**config.mk**
```make
export PLATFORM = sky130hd
export DESIGN_NAME = tlvs_cfg
export DESIGN_NICKNAME = d
export VERILOG_FILES = /design/src/hw/rtl/tlvs_pkg.sv /design/src/hw/rtl/tlvs_cfg.sv
export SDC_FILE = /design/constraint.sdc
export NUM_CORES = 1
export LEC_CHECK = 0
export BUFFER_PORTS_ARGS = -buffer_cell sky130_fd_sc_hd__buf_2
export CORE_ASPECT_RATIO = 0.6
export CORE_MARGIN = 8
export CORE_UTILIZATION = 40
export CTS_BUF_LIST = sky130_fd_sc_hd__clkbuf_2
export CTS_CLUSTER_SIZE = 30
export DETAILED_ROUTE_END_ITERATION = 16
export HOLD_SLACK_MARGIN = 0.03
export PLACE_DENSITY = 0.65
export SLEW_MARGIN = 20
export SYNTH_ARGS = -nofsm -noshare
export SYNTH_HDL_FRONTEND = slang
export SYNTH_SLANG_ARGS = --single-unit
```
**constraint.sdc**
```tcl
create_clock -name i_clk -period 1 [get_ports i_clk]
set_clock_uncertainty 0.05 [all_clocks]
set_input_delay 0 -clock i_clk [delete_from_list [all_inputs] [get_ports i_clk]]
set_output_delay 0 -clock i_clk [all_outputs]
set_load 0.02 [all_outputs]
```
**src/hw/rtl/tlvs_pkg.sv**
```systemverilog
// Package for the two-light vertex shader: shared types, widths and codes.
// Depends on nothing; every module file imports it, the interfaces do not.
package tlvs_pkg;

    localparam int LANES   = 3;
    localparam int LANE_W  = 16;
    localparam int CFG_W   = LANES * LANE_W;
    localparam int PROD_W  = 32;
    localparam int DSUM_W  = 34;
    localparam int DOT_W   = 32;
    localparam int TERM_W  = DOT_W + LANE_W;
    localparam int SUM_W   = TERM_W + 2;
    localparam int CH_W    = 8;
    localparam int SHADE_W = LANES * CH_W;
    localparam int IDX_W   = 3;

    localparam logic [CH_W-1:0]    CH_MAX         = 8'hFF;
    localparam logic [SHADE_W-1:0] SELF_LIT_SHADE = 24'h007FFF;

    // Register indexes of the configuration port.
    localparam logic [IDX_W-1:0] CFG_AMBIENT  = 3'd0;
    localparam logic [IDX_W-1:0] CFG_L0_DIR   = 3'd1;
    localparam logic [IDX_W-1:0] CFG_L0_COLOR = 3'd2;
    localparam logic [IDX_W-1:0] CFG_L1_DIR   = 3'd3;
    localparam logic [IDX_W-1:0] CFG_L1_COLOR = 3'd4;
    localparam logic [IDX_W-1:0] CFG_SELF_LIT = 3'd5;

    // Lane 0 sits in the top 16 bits of a register, so the range ascends.
    typedef logic [0:LANES-1][LANE_W-1:0] t_lanes;
    typedef logic [0:LANES-1][CH_W-1:0]   t_shade;
    typedef logic [LANES-1:0][TERM_W-1:0] t_terms;

    typedef struct packed {
        t_lanes ambient;
        t_lanes l0_dir;
        t_lanes l0_color;
        t_lanes l1_dir;
        t_lanes l1_color;
        logic   self_lit;
    } t_cfg;

    // Control that travels with each stage of the pipeline.
    typedef struct packed {
        logic valid;
        logic active;
        logic last;
    } t_tag;

endpackage

```
**src/hw/rtl/tlvs_cfg.sv**
```systemverilog
// Configuration registers of the two-light vertex shader.
// Depends on tlvs_pkg.
module tlvs_cfg (
    input  logic                        i_clk,
    input  logic                        i_rst_n,
    input  logic                        i_we,
    input  logic [tlvs_pkg::IDX_W-1:0]  i_index,
    input  logic [tlvs_pkg::CFG_W-1:0]  i_data,
    output tlvs_pkg::t_cfg              o_cfg
);
    import tlvs_pkg::*;

    t_cfg r_cfg;

    always_ff @(posedge i_clk) begin
        if (!i_rst_n) begin
            r_cfg <= '0;
        end else if (i_we) begin
            unique case (i_index)
                CFG_AMBIENT:  r_cfg.ambient  <= i_data;
                CFG_L0_DIR:   r_cfg.l0_dir   <= i_data;
                CFG_L0_COLOR: r_cfg.l0_color <= i_data;
                CFG_L1_DIR:   r_cfg.l1_dir   <= i_data;
                CFG_L1_COLOR: r_cfg.l1_color <= i_data;
                CFG_SELF_LIT: r_cfg.self_lit <= i_data[0];
                default: ;
            endcase
        end
    end

    assign o_cfg = r_cfg;
endmodule

```
==> results.sh <==
export IMPL_fmax_ghz=0.726
export IMPL_rsz0062_at_grt="yes"
export IMPL_antenna_left=0
export IMPL_coreArea_um2=21800
export IMPL_min_from="i_index[2]"
export IMPL_drt_first_pass_iters=4
export IMPL_drtIter0Drc=371
export IMPL_vdd_drop_max_uv=760
export IMPL_nNetsFinal=1410
export IMPL_grt_pass1_wl_um=48700
export IMPL_start_util=0.402
export IMPL_hpwlAfterDp_um=19100
export IMPL_run_status="complete, but fails checks"
export IMPL_mostFrequentLayoutCell="nand2_1"
export IMPL_clockRootBuffer="clkbuf_2"
export IMPL_grt_pass1_vias=8661
export IMPL_rr_worst_depth=4
export IMPL_ys_warn_count=0
export IMPL_hold_depth=5
export IMPL_grt_max_degree=51
export IMPL_drt_total_wl_um=32200
export IMPL_final_cells=1677
export IMPL_hold_slack_ns=0.197
export IMPL_finalHoldViolations=0
export IMPL_drc=0
export IMPL_p_leak_nw=7.50
export IMPL_largest_reg_flops=241
export IMPL_path_cells="buf_6"
export IMPL_wl_per_cell_um=19.2
export IMPL_timing_final_crit_share=1.38
export IMPL_grt_use_total=0.224
export IMPL_r2r_setup_slack_ns=0.08
export IMPL_relSlewSlack=0.756
export IMPL_maxSlewViolCount=0
export IMPL_reg2reg_to="o_cfg[73]"
export IMPL_syn_inst=837
export IMPL_worstHoldEndpoint="o_cfg[235]"
export IMPL_dieArea_um2=27000
export IMPL_drive_gt1_frac=0.531
export IMPL_setup_viol=246
export IMPL_crit_type="flop to output port"
export IMPL_die_height_um=131
export IMPL_grt_remaining_overflow=0
export IMPL_crit_buf_inv=1
export IMPL_path_clk_slew_ns=0.13
export IMPL_worst_pin_slew_ns=0.365
export IMPL_clk_insertion_delay_late_ns=0.81
export IMPL_required_ns=0.95
export IMPL_min_period_ns=1.38
export IMPL_cts_buffer_depth=3
export IMPL_endpoint_kind="output port"
export IMPL_violations="negative setup slack"
export IMPL_mappedNetlistArea_um2=8760
export IMPL_area_growth_syn_to_layout_pct=68.1
export IMPL_gp_congestion=0.795
export IMPL_cp_max_fo=2
export IMPL_htree_levels=2
export IMPL_syn_nets=891
export IMPL_die_w_um=207
export IMPL_ys_seq_area_frac=0.551
export IMPL_synth_top_cell_by_area="dfxtp_1"
export IMPL_cts_buffers=55
export IMPL_power_per_cell_area_nw_per_um2=1240
export IMPL_clock_sinks=241
export IMPL_via_per_inst=4.87
export IMPL_synth_area_top_cells="dfxtp_1 (55%), mux2i_1 (28%), nand2_1 (12%)"
export IMPL_cap_viol_max_count=0
export IMPL_cp_arrival_ns=1.33
export IMPL_syn_area_per_cell_um2=10.5
export IMPL_cp_depth=1
export IMPL_via_count=8163
export IMPL_io_pins=295
export IMPL_synth_top_area_frac=0.551
export IMPL_min_path_type="primary input to flop"
export IMPL_crit_slowest_cell="dfxtp_2"
export IMPL_antenna_found_initial=3
export IMPL_ys_seq_elements=241
export IMPL_fin_ws_ns=-0.377
export IMPL_synth_cell_types=11
export IMPL_cts_tree="done"
export IMPL_num_rows=42
export IMPL_final_cell_mix="nand2_1 (289), mux2i_1 (241), buf_6 (241)"
export IMPL_port_buffers=294
export IMPL_placed_cells=1423
export IMPL_cpLargestDelayFamily="flip-flops"
export IMPL_max_stage_delay_ns=0.38
export IMPL_crit_path_start_kind="flop"
export IMPL_rr_startpoint="o_cfg[73]"
==> synth_stat cells <==
cell type / n
buf_1: 3
buf_2: 14
buf_4: 7
buf_6: 12
clkbuf_1: 24
dfxtp_1: 241
mux2i_1: 241
nand2_1: 289
nand4b_1: 2
nand4bb_1: 3
nor4b_4: 1
==> area by class of cell <==
cell class / count / area [um2]
Antenna cell: 3 / 7.51
Tap cell: 286 / 358
Clock inverter: 14 / 52.6
Sequential cell: 241 / 5130
Clock buffer: 75 / 375
Timing Repair Buffer: 522 / 5170
Multi-Input combinational cell: 536 / 3620
Fill cell: 1536 / 7040
==> timing repair <==
action | in CTS | in global routing
hold buffers | 105 | 0
setup endpoints to repair | 241 | 241
endpoints found under the hold margin | 241 | 0
resized for setup | 723 | 2
setup buffers | 25 | 32
==> kinds of logic (layout without fill, tap and decap cells) <==
group	count (synthesis)	after routing	synth area share
DFF	241	241	0.551
muxes	241	241	0.276
other	0	3	0
and+or+nand+nor	295	295	0.132
buffers and inverters	60	611	0.0410
==> stage by stage <==
stage	TNS, ns	utilization	instance area (um2)	total power [mW]	setup slack (ns)
floorplan	0	-	8760	11.0	0.0447
global placement	-10.78	0.505	11000	11.8	-0.121
detailed placement	-15.20	0.505	11000	11.8	-0.143
CTS	-109.53	0.665	14500	18.3	-0.544
global route	-112.94	0.677	14700	19.1	-0.557
finish	-78.51	0.677	14700	18.2	-0.377
==> worst max-delay path by stage <==
stage,slack (ns),end,from
after detailed placement,-0.14,o_cfg[230],i_index[1]
after floorplan,0.04,o_cfg[206],i_index[1]
after CTS,-0.54,o_cfg[133],o_cfg[133]
after global placement,-0.12,o_cfg[217],i_index[1]
after global routing,-0.56,o_cfg[133],o_cfg[133]
final,-0.38,o_cfg[131],o_cfg[131]
==> routing by layer <==
metal	routed length [um]	track usage	vias to the layer above
met5	0	0	-
met4	1070	0.102	0
met3	2650	0.0858	74
met2	15100	0.374	333
met1	13400	0.257	3942
li1	-	-	3814
==> power breakdown <==
group | leakage, nW | switching (mW) | internal, mW
Sequential | 2.07 | 0.174 | 9.84
Combinational | 5.10 | 1.16 | 1.21
Clock | 0.333 | 3.88 | 1.98
Total | 7.50 | 5.21 | 13.0
Power figures use the tool's default switching activity.
