### src/hw/rtl/tlvs_pkg.sv
// Package for the two-light vertex shader: shared types, widths and codes.
// Depends on nothing; every module file imports it, the interfaces do not.
package tlvs_pkg;

    localparam int LANES   = 3;
    localparam int LANE_W  = 16;
    localparam int CFG_W   = LANES * LANE_W;
    localparam int PROD_W  = 32;
    localparam int DSUM_W  = 34;
    localparam int DOT_W   = 32;
    localparam int TERM_W  = DOT_W + LANE_W;
    localparam int SUM_W   = TERM_W + 2;
    localparam int CH_W    = 8;
    localparam int SHADE_W = LANES * CH_W;
    localparam int IDX_W   = 3;

    localparam logic [CH_W-1:0]    CH_MAX         = 8'hFF;
    localparam logic [SHADE_W-1:0] SELF_LIT_SHADE = 24'h007FFF;

    // Register indexes of the configuration port.
    localparam logic [IDX_W-1:0] CFG_AMBIENT  = 3'd0;
    localparam logic [IDX_W-1:0] CFG_L0_DIR   = 3'd1;
    localparam logic [IDX_W-1:0] CFG_L0_COLOR = 3'd2;
    localparam logic [IDX_W-1:0] CFG_L1_DIR   = 3'd3;
    localparam logic [IDX_W-1:0] CFG_L1_COLOR = 3'd4;
    localparam logic [IDX_W-1:0] CFG_SELF_LIT = 3'd5;

    // Lane 0 sits in the top 16 bits of a register, so the range ascends.
    typedef logic [0:LANES-1][LANE_W-1:0] t_lanes;
    typedef logic [0:LANES-1][CH_W-1:0]   t_shade;
    typedef logic [LANES-1:0][TERM_W-1:0] t_terms;

    typedef struct packed {
        t_lanes ambient;
        t_lanes l0_dir;
        t_lanes l0_color;
        t_lanes l1_dir;
        t_lanes l1_color;
        logic   self_lit;
    } t_cfg;

    // Control that travels with each stage of the pipeline.
    typedef struct packed {
        logic valid;
        logic active;
        logic last;
    } t_tag;

endpackage

### src/hw/rtl/tlvs_pack.sv
// Output stage: adds ambient and both light terms, saturates each channel to
// eight bits and packs the shade. Depends on tlvs_pkg.
module tlvs_pack #(
    parameter int FRAC_BITS = 14
) (
    input  logic                          i_clk,
    input  logic                          i_rst_n,
    input  tlvs_pkg::t_tag                i_tag,
    input  tlvs_pkg::t_terms              i_term0,
    input  tlvs_pkg::t_terms              i_term1,
    input  tlvs_pkg::t_lanes              i_ambient,
    input  logic                          i_self_lit,
    output logic                          o_ready,
    input  logic                          i_ready,
    output logic                          o_valid,
    output logic [tlvs_pkg::SHADE_W-1:0]  o_shade,
    output logic                          o_last
);
    import tlvs_pkg::*;

    // Sums carry 3F fraction bits; eight of them survive as the channel.
    localparam int SHIFT = 3 * FRAC_BITS - CH_W;

    logic [SUM_W-1:0]   w_sum  [LANES];
    logic [SUM_W-1:0]   w_full [LANES];
    t_shade             w_ch;
    logic [SHADE_W-1:0] n_shade;
    logic [SHADE_W-1:0] r_shade;
    logic               r_last;
    logic               r_valid;
    logic               w_acc;

    assign w_acc = !r_valid || i_ready;

    always_comb begin
        for (int i = 0; i < LANES; i++) begin
            w_sum[i]  = (SUM_W'(i_ambient[i]) << (2 * FRAC_BITS))
                      + SUM_W'(i_term0[i]) + SUM_W'(i_term1[i]);
            w_full[i] = w_sum[i] >> SHIFT;
            w_ch[i]   = (|w_full[i][SUM_W-1:CH_W]) ? CH_MAX : w_full[i][CH_W-1:0];
        end
    end

    always_comb begin
        priority if (i_self_lit) begin
            n_shade = SELF_LIT_SHADE;
        end else if (!i_tag.active) begin
            n_shade = '0;
        end else begin
            n_shade = w_ch;
        end
    end

    always_ff @(posedge i_clk) begin
        if (!i_rst_n) begin
            r_valid <= 1'b0;
        end else if (w_acc) begin
            r_valid <= i_tag.valid;
        end
    end

    always_ff @(posedge i_clk) begin
        if (w_acc) begin
            r_shade <= n_shade;
            r_last  <= i_tag.last;
        end
    end

    assign o_ready = w_acc;
    assign o_valid = r_valid;
    assign o_shade = r_shade;
    assign o_last  = r_last;
endmodule

### config.mk
export PLATFORM = sky130hd
export DESIGN_NAME = tlvs_pack
export DESIGN_NICKNAME = d
export VERILOG_FILES = /design/src/hw/rtl/tlvs_pkg.sv /design/src/hw/rtl/tlvs_pack.sv
export SDC_FILE = /design/constraint.sdc
export NUM_CORES = 1
export LEC_CHECK = 0
export ABC_CLOCK_PERIOD_IN_PS = 4100
export CAP_MARGIN = 15
export CORE_MARGIN = 8
export CORE_UTILIZATION = 60
export CTS_BUF_LIST = sky130_fd_sc_hd__clkbuf_2
export CTS_CLUSTER_DIAMETER = 40
export CTS_CLUSTER_SIZE = 8
export DETAILED_ROUTE_END_ITERATION = 8
export DONT_BUFFER_PORTS = 1
export GPL_TIMING_DRIVEN = 0
export HOLD_SLACK_MARGIN = 0.03
export PLACE_DENSITY = 0.76
export RECOVER_POWER = 100
export SLEW_MARGIN = 20
export SYNTH_ARGS = -nofsm -noshare
export SYNTH_HDL_FRONTEND = slang
export SYNTH_SLANG_ARGS = --single-unit
### constraint.sdc
create_clock -name i_clk -period 4.1 [get_ports i_clk]
set_input_delay 0.205 -clock i_clk [delete_from_list [all_inputs] [get_ports i_clk]]
set_output_delay 0.205 -clock i_clk [all_outputs]
set_load 0.005 [all_outputs]
==> summary.md <==
| Metric | Value |
|---|---|
| Outcome | `completed` |
| Vias in the first global route | `9894` |
| Post-synth EDFFs | `25` |
| Yosys top cell area share | `between 20% and 30%` |
| Synth Area in Compound Gates | `between 20% and 30%` |
| Area contributors post-synth | `ha_1, fa_1, edfxtp_1` |
| Largest family of logic cells by synthesized area | `adder cells` |
| Worst vdd ir | `roughly 140 uV` |
| Initial Util | `61.2%` |
| Chip height | `~150 um` |
| Drt wl/cell | `roughly 22 um` |
| Mapped Nets | `between 1500 and 2000` |
| Minimum clock period | `around 3.7 ns` |
| Most used DFF post-synth | `edfxtp_1` |
| CTS Buf Count | `3` |
| Area leader, netlist | `ha_1` |
| Met3 Track Usage GR | `~5.6%` |
| YS warnings | `0` |
| Routed WL | `32800 um` |
| Synthesized instance count | `approximately 1300` |
| DR vias | `about 9900` |
| Grt met2 use | `between 50% and 60%` |
| CP Max Fanout | `8` |
| Core ar. | `16500 um^2` |
| Final Skew | `roughly 0.011 ns` |
| Pins Over Slew Limit | `0` |
| Crit Path Category | `input port to register` |
| Clock group share of total power | `about 3.7%` |
| Reg clk slew, reported paths | `between 0.2 and 0.25 ns` |
| Post-DP HPWL | `a little under 30000 um` |
| Highest clock rate | `between 200 and 300 MHz` |
| Proportion of synthesized area in mux cells | `under 10%` |
| CTS Sinks | `26` |
| Register area share after synthesis | `7.62%` |
| Vias per cell | `6.69` |
| Final layout net count | `between 1500 and 2000` |
| RSZ-0062 raised after global routing | `false` |
| Reg power frac | `a little over an eighth` |
| Site row count | `between 40 and 50` |
| # H-tree levels | `1` |
| Post-CTS setup buffers | `0` |
| Synthesized area per cell | `8.03 um^2` |
| CP Launch Type | `input port` |
| Worst slew pin tran | `1.27 ns` |
| Max_cap viols | `0` |
| Global route overflow | `0` |
| PostCTS Resize Cnt | `0` |
| First-pass GRT wire length | `between 50000 and 60000 um` |
| Final setup TNS | `0 ns` |
| Grt peak-use layer | `met2` |
| Slew Limit Headroom | `15.0%` |
| Logic pwr share | `83.3%` |
| Tcrit/Tclk final | `between 90% and 100%` |
| Final Non-Filler Cells | `roughly 1500` |
| Layout overhead on the synthesized area | `3.17%` |
| Mapped cell area | `between 10000 and 15000 um^2` |
| Cell Area, Placed | `between 10000 and 15000 um^2` |
| Post-route ant nets | `0` |
| Final instance area | `10400 um^2` |
| Pre-Repair DR Iteration Count | `5` |
| Initial antenna violation count | `0` |
| PortBufs | `0` |
| GR Layer Usage met1 | `a little over a third` |
| Sw frac | `approximately 54%` |
| Largest net degree at the start of global routing | `28` |
| #FFs+latches synth | `26` |
| DIE WIDTH | `approximately 150 um` |
| Xor/xnor share of the synthesized area | `~2.6%` |
| Post-cts hold buffer count | `3` |
| Fillers | `1500` |
| 1st-iter DRT viols | `721` |
| Ant diodes | `0` |
| Async SR Flop Fraction | `0%` |
| Total GRT Usage | `a little under 30%` |
| Net load switching power | `~1.4 mW` |
| Share of cells above drive strength 1 | `roughly 2.2%` |
| Final setup viols | `0` |
| Clock tree from TritonCTS | `done` |
| Critical Path AT | `3.75 ns` |
| Cell variety after synth | `86` |
| WP data required | `about 4.2 ns` |
| Most frequent cell after synthesis | `ha_1` |
| Min-delay worst type | `input port to register` |
| IO Count | `370` |
| Inst Count DP | `about 1500` |
| Area share of fa/ha/maj cells after synthesis | `between 30% and 40%` |
| # DRC | `0` |
| Root buf cell | `clkbuf_2` |
| Pwr dens | `247 nW/um^2` |
| Int Power | `1.19 mW` |
| Die area | `~21000 um^2` |
| Simple-Gate Fraction of Synth Area | `approximately a fifth` |
| Clock Tree Buf Depth | `2` |
| Gp weighted congestion | `between 0.9 and 1` |
| Clk Latency, worst-skew pair | `between 0.3 and 0.4 ns` |
| Crit end category | `register` |
| Final hold violations | `0` |
| Synth cell count leaders | `ha_1, a21oi_1, nand2_1` |
| Lkg Pwr | `about 4.6 nW` |
-- placed cells by master (no fill, tap or decap), types with 17 or more instances in the layout --
master    netlist  routed
ha_1          231     231
a21oi_1       141     141
nand2_1       131     131
nor2_1         79      79
o21ai_0        76      76
inv_1          51      51
fa_1           48      48
nand4_1        40      40
a21o_1         36      36
nor3_1         30      30
a31oi_1        30      30
nand3_1        28      28
edfxtp_1       25      25
xnor2_1        21      21
clkbuf_1       20      20
o21bai_1       17      17
-- metrics by stage --
step	utilization, %	hold WS [ns]	worst slack, ns	total power [mW]
2_1_floorplan	-	0.304	0.651	1.95
3_3_place_gp	62.9	0.304	0.0667	2.43
3_5_place_dp	62.9	0.304	0.0987	2.44
4_1_cts	63.2	0.209	0.479	2.55
5_1_grt	63.2	0.210	0.232	2.83
6_report	63.2	0.218	0.399	2.58
-- final cells by class --
class                           count  area (um^2)  area share (%)
Sequential cell                    26          771            7.38
Inverter                           52          195            1.87
Timing Repair Buffer                3         30.0           0.288
Buffer                             26          118            1.13
Multi-Input combinational cell   1156         9030            86.5
Clock buffer                        4         20.0           0.192
Tap cell                          220          275            2.64
-- power by group through the flow --
stage | clock, mW | combinational, mW | sequential (mW)
floorplan | 0 | 1.62 | 0.328
global placement | 0 | 2.08 | 0.344
detailed placement | 0 | 2.09 | 0.343
CTS | 0.0985 | 2.11 | 0.337
global route | 0.105 | 2.39 | 0.338
finish | 0.0946 | 2.15 | 0.337
-- cell families (layout without fill, tap and decap cells) --
family / count (synthesis) / after routing
AOI/OAI and AO/OA: 442 / 442
and+or+nand+nor: 395 / 395
adders and majority gates: 279 / 279
buffers and inverters: 78 / 85
xor gates and xnor gates: 30 / 30
DFF: 26 / 26
muxes: 10 / 10
-- routing by layer --
metal	part of all wire, %	wire [um]	vias up
met3	7.6	2490	35
li1	-	-	4874
met5	0	0	-
met1	42	13600	4598
met4	1.7	562	0
met2	49	16100	440
-- final timing paths --
| kind | from | endpoint | slack, ns | depth (start not counted) |
|---|---|---|---|---|
| worst max-delay path | i_term0[50] | o_shade[14] | 0.40 | 11 |
| worst min-delay path | i_self_lit | o_shade[9] | 0.22 | 2 |
| worst max register to register | o_valid | o_valid | 1.93 | 3 |
| worst min register to register | o_valid | o_shade[19] | 1.45 | 1 |
-- flip-flops by register name, summed over array words and instances (netlist names) --
| register | flops |
|---|---|
| o_valid | 1 |
| o_shade | 24 |
| o_last | 1 |
-- worst max-delay path, stage by stage --
cell,delay (ns)
ha_1,0.29
ha_1,0.28
nand4_1,0.13
a221oi_1,0.67
nand4_1,0.17
a21oi_1,0.26
nor3_1,0.12
a31oi_1,0.37
xnor2_1,0.11
nor3_1,0.86
a41oi_1,0.28
Note: power is estimated with default switching activity, not from simulation.
