## src/hw/rtl/tlvs_pkg.sv

```systemverilog
// Package for the two-light vertex shader: shared types, widths and codes.
// Depends on nothing; every module file imports it, the interfaces do not.
package tlvs_pkg;

    localparam int LANES   = 3;
    localparam int LANE_W  = 16;
    localparam int CFG_W   = LANES * LANE_W;
    localparam int PROD_W  = 32;
    localparam int DSUM_W  = 34;
    localparam int DOT_W   = 32;
    localparam int TERM_W  = DOT_W + LANE_W;
    localparam int SUM_W   = TERM_W + 2;
    localparam int CH_W    = 8;
    localparam int SHADE_W = LANES * CH_W;
    localparam int IDX_W   = 3;

    localparam logic [CH_W-1:0]    CH_MAX         = 8'hFF;
    localparam logic [SHADE_W-1:0] SELF_LIT_SHADE = 24'h007FFF;

    // Register indexes of the configuration port.
    localparam logic [IDX_W-1:0] CFG_AMBIENT  = 3'd0;
    localparam logic [IDX_W-1:0] CFG_L0_DIR   = 3'd1;
    localparam logic [IDX_W-1:0] CFG_L0_COLOR = 3'd2;
    localparam logic [IDX_W-1:0] CFG_L1_DIR   = 3'd3;
    localparam logic [IDX_W-1:0] CFG_L1_COLOR = 3'd4;
    localparam logic [IDX_W-1:0] CFG_SELF_LIT = 3'd5;

    // Lane 0 sits in the top 16 bits of a register, so the range ascends.
    typedef logic [0:LANES-1][LANE_W-1:0] t_lanes;
    typedef logic [0:LANES-1][CH_W-1:0]   t_shade;
    typedef logic [LANES-1:0][TERM_W-1:0] t_terms;

    typedef struct packed {
        t_lanes ambient;
        t_lanes l0_dir;
        t_lanes l0_color;
        t_lanes l1_dir;
        t_lanes l1_color;
        logic   self_lit;
    } t_cfg;

    // Control that travels with each stage of the pipeline.
    typedef struct packed {
        logic valid;
        logic active;
        logic last;
    } t_tag;

endpackage

```

## src/hw/rtl/tlvs_dot.sv

```systemverilog
// Two pipeline stages that form the clamped dot products of the normal with
// both light directions: products first, then the sum and the clamp at zero.
// Depends on tlvs_pkg.
module tlvs_dot (
    input  logic                         i_clk,
    input  logic                         i_rst_n,
    input  tlvs_pkg::t_tag               i_tag,
    input  logic signed [15:0]           i_nx,
    input  logic signed [15:0]           i_ny,
    input  logic signed [15:0]           i_nz,
    input  tlvs_pkg::t_lanes             i_dir0,
    input  tlvs_pkg::t_lanes             i_dir1,
    output logic                         o_ready,
    input  logic                         i_ready,
    output tlvs_pkg::t_tag               o_tag,
    output logic [tlvs_pkg::DOT_W-1:0]   o_dot0,
    output logic [tlvs_pkg::DOT_W-1:0]   o_dot1
);
    import tlvs_pkg::*;

    logic signed [LANE_W-1:0] w_n [LANES];
    logic signed [PROD_W-1:0] n_prod0 [LANES];
    logic signed [PROD_W-1:0] n_prod1 [LANES];
    logic signed [PROD_W-1:0] r_prod0 [LANES];
    logic signed [PROD_W-1:0] r_prod1 [LANES];
    logic signed [DSUM_W-1:0] w_sum0;
    logic signed [DSUM_W-1:0] w_sum1;
    logic [DOT_W-1:0]         n_dot0;
    logic [DOT_W-1:0]         n_dot1;
    logic [DOT_W-1:0]         r_dot0;
    logic [DOT_W-1:0]         r_dot1;
    t_tag                     r_tag_a;
    t_tag                     r_tag_b;
    logic                     w_acc_a;
    logic                     w_acc_b;

    assign w_acc_b = !r_tag_b.valid || i_ready;
    assign w_acc_a = !r_tag_a.valid || w_acc_b;

    assign w_n[0] = i_nx;
    assign w_n[1] = i_ny;
    assign w_n[2] = i_nz;

    always_comb begin
        for (int i = 0; i < LANES; i++) begin
            n_prod0[i] = PROD_W'(w_n[i]) * PROD_W'($signed(i_dir0[i]));
            n_prod1[i] = PROD_W'(w_n[i]) * PROD_W'($signed(i_dir1[i]));
        end
    end

    assign w_sum0 = DSUM_W'(r_prod0[0]) + DSUM_W'(r_prod0[1]) + DSUM_W'(r_prod0[2]);
    assign w_sum1 = DSUM_W'(r_prod1[0]) + DSUM_W'(r_prod1[1]) + DSUM_W'(r_prod1[2]);

    // A light behind the surface contributes nothing; a positive sum fits 32 bits.
    assign n_dot0 = (w_sum0 > 0) ? w_sum0[DOT_W-1:0] : '0;
    assign n_dot1 = (w_sum1 > 0) ? w_sum1[DOT_W-1:0] : '0;

    always_ff @(posedge i_clk) begin
        if (!i_rst_n) begin
            r_tag_a <= '0;
            r_tag_b <= '0;
        end else begin
            if (w_acc_a) begin
                r_tag_a <= i_tag;
            end
            if (w_acc_b) begin
                r_tag_b <= r_tag_a;
            end
        end
    end

    always_ff @(posedge i_clk) begin
        if (w_acc_a) begin
            r_prod0 <= n_prod0;
            r_prod1 <= n_prod1;
        end
        if (w_acc_b) begin
            r_dot0 <= n_dot0;
            r_dot1 <= n_dot1;
        end
    end

    assign o_ready = w_acc_a;
    assign o_tag   = r_tag_b;
    assign o_dot0  = r_dot0;
    assign o_dot1  = r_dot1;
endmodule

```

## config.mk

```make
export PLATFORM = sky130hd
export DESIGN_NAME = tlvs_dot
export DESIGN_NICKNAME = d
export VERILOG_FILES = /design/src/hw/rtl/tlvs_pkg.sv /design/src/hw/rtl/tlvs_dot.sv
export SDC_FILE = /design/constraint.sdc
export NUM_CORES = 2
export LEC_CHECK = 0
export BUFFER_PORTS_ARGS = -buffer_cell sky130_fd_sc_hd__buf_2
export CORE_ASPECT_RATIO = 2
export CORE_MARGIN = 4
export CORE_UTILIZATION = 55
export DETAILED_ROUTE_END_ITERATION = 10
export PLACE_DENSITY_LB_ADDON = 0.25
export SYNTH_ARGS = -nofsm -noshare
export SYNTH_HDL_FRONTEND = slang
export SYNTH_SLANG_ARGS = --single-unit
```

## constraint.sdc

```tcl
create_clock -name i_clk -period 7 [get_ports i_clk]
set_input_delay 1.4 -clock i_clk [delete_from_list [all_inputs] [get_ports i_clk]]
set_output_delay 1.4 -clock i_clk [all_outputs]
set_load 0.1 [all_outputs]
```

==> flow_results.xml <==
<?xml version="1.0" encoding="UTF-8"?>
<metrics>
  <group name="clocking">
    <metric name="cts-root-buf" unit="">sky130_fd_sc_hd__clkbuf_16</metric>
    <metric name="tritoncts" unit="">yes</metric>
    <metric name="cts_inserted_buffers" unit="">27</metric>
    <metric name="h-tree-depth" unit="">1</metric>
    <metric name="hold_buffers" unit="">0</metric>
    <metric name="clk_path_buf_depth" unit="">3</metric>
    <metric name="clock_sinks" unit="">262</metric>
    <metric name="clkTransAtPathRegs" unit="ns">0.08</metric>
    <metric name="clock_insertion_delay_worst_skew" unit="ns">0.61</metric>
  </group>
  <group name="setup_path">
    <metric name="cp-end-kind" unit="">flip-flop</metric>
    <metric name="timing.critical_path.fanout_max" unit="">9</metric>
    <metric name="path_class" unit="">input port to flip-flop</metric>
    <metric name="worstSetupStartpointType" unit="">input port</metric>
    <metric name="arrival_time_at_the_worst_endpoint" unit="ns">7.18</metric>
    <metric name="critPathRequiredTime" unit="ns">7.36</metric>
  </group>
  <group name="yosys">
    <metric name="yosysUniqueCellTypes" unit="">73</metric>
    <metric name="synth_edf_count" unit="">256</metric>
    <metric name="synth_area_per_cell" unit="sq um">9.771</metric>
    <metric name="postSynth.topFlopCell" unit="">sky130_fd_sc_hd__edfxtp_1</metric>
    <metric name="ys_ff_latch" unit="">262</metric>
    <metric name="syn_nets" unit="">9624</metric>
    <metric name="post_synth_inst_count" unit="">7280</metric>
    <metric name="netlist.top_cell.by_area" unit="">sky130_fd_sc_hd__fa_1</metric>
    <metric name="synth_top_cell_area_share" unit="">0.4610</metric>
    <metric name="synth.cell_area" unit="sq mm">0.07113</metric>
    <metric name="synth.top_cells.by_area" unit="">sky130_fd_sc_hd__fa_1 46%, sky130_fd_sc_hd__edfxtp_1 11%, sky130_fd_sc_hd__ha_1 9.8%, sky130_fd_sc_hd__inv_1 9.1%, sky130_fd_sc_hd__and2_1 6.6%</metric>
    <metric name="ys_warn_count" unit="">0</metric>
    <metric name="sequential_to_total_area_share_from_yosys_stat" unit="">0.1098</metric>
    <metric name="async_flop_share" unit="">0</metric>
  </group>
  <group name="timing">
    <metric name="slew_violations" unit="">0</metric>
    <metric name="layout_min_cycle_time" unit="ns">6.820</metric>
    <metric name="timing_hold_violations_final" unit="">0</metric>
    <metric name="tightestPinTransition" unit="ns">1.018</metric>
    <metric name="setup_viol" unit="">0</metric>
    <metric name="achievable-frequency" unit="MHz">146.6</metric>
    <metric name="post-route-worst-setup-slack" unit="ns">0.1805</metric>
    <metric name="rsz0062_at_grt" unit="">yes</metric>
    <metric name="relative_slew_slack" unit="">0.3211</metric>
    <metric name="timing.clock.skew" unit="ns">0.02513</metric>
    <metric name="period_share" unit="">0.9742</metric>
  </group>
  <group name="die">
    <metric name="fp.coreArea" unit="sq mm">0.1285</metric>
    <metric name="die_span_in_x" unit="microns">262.3</metric>
    <metric name="die_area" unit="sq mm">0.1355</metric>
    <metric name="top_level_ports" unit="">218</metric>
    <metric name="placement_rows" unit="">186</metric>
    <metric name="initial_core_util" unit="">0.5537</metric>
    <metric name="dieHeight" unit="microns">516.6</metric>
  </group>
  <group name="global_route">
    <metric name="globalRouteOverflowTotal" unit="">0</metric>
    <metric name="pin_count_of_the_biggest_net_entering_global_routing" unit="">70</metric>
    <metric name="grt_pass1_vias" unit="">60729</metric>
    <metric name="first_pass_grt_wire_length" unit="microns">313300</metric>
    <metric name="track_usage" unit="">0.2933</metric>
    <metric name="number_of_antenna_violations_at_the_first_check_in_global_routing" unit="">23</metric>
  </group>
  <group name="detailed_routing">
    <metric name="number_of_design_rule_violations_left_by_the_first_detailed_router_iteration" unit="">2270</metric>
    <metric name="drt-pass1-iter-count" unit="">8</metric>
    <metric name="avgViaCountPerCell" unit="">5.335</metric>
    <metric name="finalWirelength" unit="microns">192200</metric>
    <metric name="drt-wirelength-per-cell" unit="microns">19.57</metric>
    <metric name="final_antenna_net_count" unit="">0</metric>
    <metric name="routed-via-count" unit="">52396</metric>
    <metric name="drc_errors_left" unit="">0</metric>
  </group>
  <group name="final_layout">
    <metric name="final.fill_count" unit="">10712</metric>
    <metric name="area_growth_synth_to_finish" unit="%">14.28</metric>
    <metric name="post_route_cells_drive_above_1_share" unit="">0.1489</metric>
    <metric name="num-nets-final" unit="">10443</metric>
  </group>
  <group name="hold_path">
    <metric name="hp-class" unit="">flip-flop to flip-flop</metric>
  </group>
  <group name="placed_design">
    <metric name="detailedPlace.worstSlack" unit="ns">-0.6433</metric>
    <metric name="io_buffer_count" unit="">217</metric>
    <metric name="place.detailed.hpwl" unit="microns">170200</metric>
    <metric name="gp_routability_congestion" unit="">0.9549</metric>
  </group>
  <group name="run">
    <metric name="timing.max_cap.violations" unit="">0</metric>
  </group>
  <group name="run_status">
    <metric name="outcome" unit="">complete, no violations</metric>
  </group>
</metrics>
[synthesized netlist by cell type (5+ instances only)]
cell                        instances
sky130_fd_sc_hd__o211ai_1          10
sky130_fd_sc_hd__nor2_1           207
sky130_fd_sc_hd__a2111oi_0          5
sky130_fd_sc_hd__or2_2              9
sky130_fd_sc_hd__and2_1           749
sky130_fd_sc_hd__clkbuf_1         249
sky130_fd_sc_hd__xnor2_1          190
sky130_fd_sc_hd__a211o_1            6
sky130_fd_sc_hd__fa_1            1638
sky130_fd_sc_hd__o21bai_1          28
sky130_fd_sc_hd__and3_1            29
sky130_fd_sc_hd__a21oi_1          168
sky130_fd_sc_hd__ha_1             556
sky130_fd_sc_hd__nand3_1           29
sky130_fd_sc_hd__o31ai_1            9
sky130_fd_sc_hd__dfxtp_1            6
sky130_fd_sc_hd__xor2_1            68
sky130_fd_sc_hd__nand2b_1          48
sky130_fd_sc_hd__a21boi_0          10
sky130_fd_sc_hd__nor3_1            31
sky130_fd_sc_hd__a221oi_1           6
sky130_fd_sc_hd__a31o_2             6
sky130_fd_sc_hd__or3_1             13
sky130_fd_sc_hd__nand2_1          792
sky130_fd_sc_hd__a21o_1            83
sky130_fd_sc_hd__edfxtp_1         256
sky130_fd_sc_hd__nor2b_1           33
sky130_fd_sc_hd__buf_6              7
sky130_fd_sc_hd__a311oi_1           6
sky130_fd_sc_hd__a211oi_1          23
sky130_fd_sc_hd__inv_1           1731
sky130_fd_sc_hd__nor2_2            26
sky130_fd_sc_hd__o21a_1            38
sky130_fd_sc_hd__o21ai_0          102
sky130_fd_sc_hd__nand3b_1           5
sky130_fd_sc_hd__a41oi_1            8
sky130_fd_sc_hd__a31oi_1           16
sky130_fd_sc_hd__nand4_1           16
[area by class of cell]
type | count | area (sq um) | share of cell area
Timing Repair Buffer | 1049 | 7685 | 0.09453
Clock buffer | 29 | 683.2 | 0.008404
Clock inverter | 21 | 289.0 | 0.003555
Sequential cell | 262 | 7807 | 0.09604
Antenna cell | 9 | 22.52 | 0.0002770
Tap cell | 1692 | 2117 | 0.02604
Multi-Input combinational cell | 5028 | 56190 | 0.6912
Inverter | 1731 | 6499 | 0.07994
[sequential cells by signal, summed over array words and instances, names as in the netlist]
signal	cells
r_prod1	96
o_dot0	32
o_dot1	32
o_tag	3
r_tag_a	3
r_prod0	96
[cell families after synthesis]
group,Yosys count,share of synthesized area
xor+xnor,258,0.03177
mux,3,0.0004397
simple gates,2005,0.1409
flops,262,0.1098
buf+inv,1990,0.1057
compound gates,568,0.05261
fa+ha+maj,2194,0.5588
[layout by cell type (no fill, tap or decap), types with 13 or more instances in the layout]
cell	n
sky130_fd_sc_hd__a211oi_1	19
sky130_fd_sc_hd__a21o_1	83
sky130_fd_sc_hd__a21oi_1	159
sky130_fd_sc_hd__a21oi_2	13
sky130_fd_sc_hd__a31oi_1	16
sky130_fd_sc_hd__and2_1	747
sky130_fd_sc_hd__and3_1	28
sky130_fd_sc_hd__buf_12	20
sky130_fd_sc_hd__buf_2	200
sky130_fd_sc_hd__buf_4	803
sky130_fd_sc_hd__buf_6	16
sky130_fd_sc_hd__clkbuf_16	27
sky130_fd_sc_hd__edfxtp_1	256
sky130_fd_sc_hd__fa_1	1635
sky130_fd_sc_hd__ha_1	549
sky130_fd_sc_hd__inv_1	1729
sky130_fd_sc_hd__nand2_1	791
sky130_fd_sc_hd__nand2b_1	48
sky130_fd_sc_hd__nand3_1	28
sky130_fd_sc_hd__nand4_1	16
sky130_fd_sc_hd__nor2_1	207
sky130_fd_sc_hd__nor2_2	26
sky130_fd_sc_hd__nor2b_1	32
sky130_fd_sc_hd__nor3_1	29
sky130_fd_sc_hd__o21a_1	38
sky130_fd_sc_hd__o21ai_0	93
sky130_fd_sc_hd__o21bai_1	27
sky130_fd_sc_hd__or3_1	13
sky130_fd_sc_hd__xnor2_1	190
sky130_fd_sc_hd__xor2_1	68
[layer usage]
metal	global-route usage	part of all wire
met1	0.3014	0.33
met2	0.5687	0.56
met3	0.03019	0.041
met4	0.1772	0.076
met5	0	0.00071
[stage by stage]
step | TNS, ns | util | cell area [sq um] | hold WS [ns] | std cells
final | 0 | 0.6328 | 81290 | 0.4714 | 9821
after floorplan | 0 | - | 71320 | 0.4437 | 7280
after CTS | 0 | 0.6299 | 80910 | 0.4724 | 9808
after detailed placement | -25.67 | 0.6222 | 79930 | 0.4633 | 9758
after global placement | -21.72 | 0.6222 | 79930 | 0.4486 | 9758
after global routing | -0.09749 | 0.6327 | 81280 | 0.5001 | 9814
[worst max-delay path, cell delays in order]
cell,delay [ns]
sky130_fd_sc_hd__buf_2,0.16
sky130_fd_sc_hd__buf_4,0.19
sky130_fd_sc_hd__and2_1,0.17
sky130_fd_sc_hd__fa_1,0.55
sky130_fd_sc_hd__inv_1,0.06
sky130_fd_sc_hd__fa_1,0.50
sky130_fd_sc_hd__fa_1,0.52
sky130_fd_sc_hd__inv_1,0.05
sky130_fd_sc_hd__fa_1,0.48
sky130_fd_sc_hd__fa_1,0.50
sky130_fd_sc_hd__inv_1,0.06
sky130_fd_sc_hd__fa_1,0.48
sky130_fd_sc_hd__inv_1,0.06
sky130_fd_sc_hd__ha_2,0.31
sky130_fd_sc_hd__a21oi_2,0.16
sky130_fd_sc_hd__nor2b_1,0.07
sky130_fd_sc_hd__a41oi_2,0.24
sky130_fd_sc_hd__o211ai_1,0.13
sky130_fd_sc_hd__buf_4,0.16
sky130_fd_sc_hd__a31oi_1,0.20
sky130_fd_sc_hd__nor2b_1,0.07
sky130_fd_sc_hd__o21a_1,0.18
sky130_fd_sc_hd__o41a_1,0.32
sky130_fd_sc_hd__xor2_1,0.15
[path summary, 6_finish.rpt]
check	depth (start not counted)	startpoint	slack [ns]	endpoint
setup / recovery	24	i_dir1[20]	0.18	r_prod1[55]
hold / removal	2	o_tag[0]	0.47	o_tag[0]
setup reg to reg	15	r_prod1[65]	2.14	o_dot1[25]
hold reg to reg	2	o_tag[0]	0.47	o_tag[0]
[what timing repair did]
item / in CTS / in global routing
setup buffers: 0 / 4
cloned: 0 / 0
pin swaps: 0 / 23
endpoints found under the setup margin: 1 / 39
gates resized for setup: 1 / 86
endpoints found under the hold margin: 0 / 0
Power is left out: the tool's default activity adds up to more than one toggle a clock period on the data nets, which glitch-free logic cannot reach.
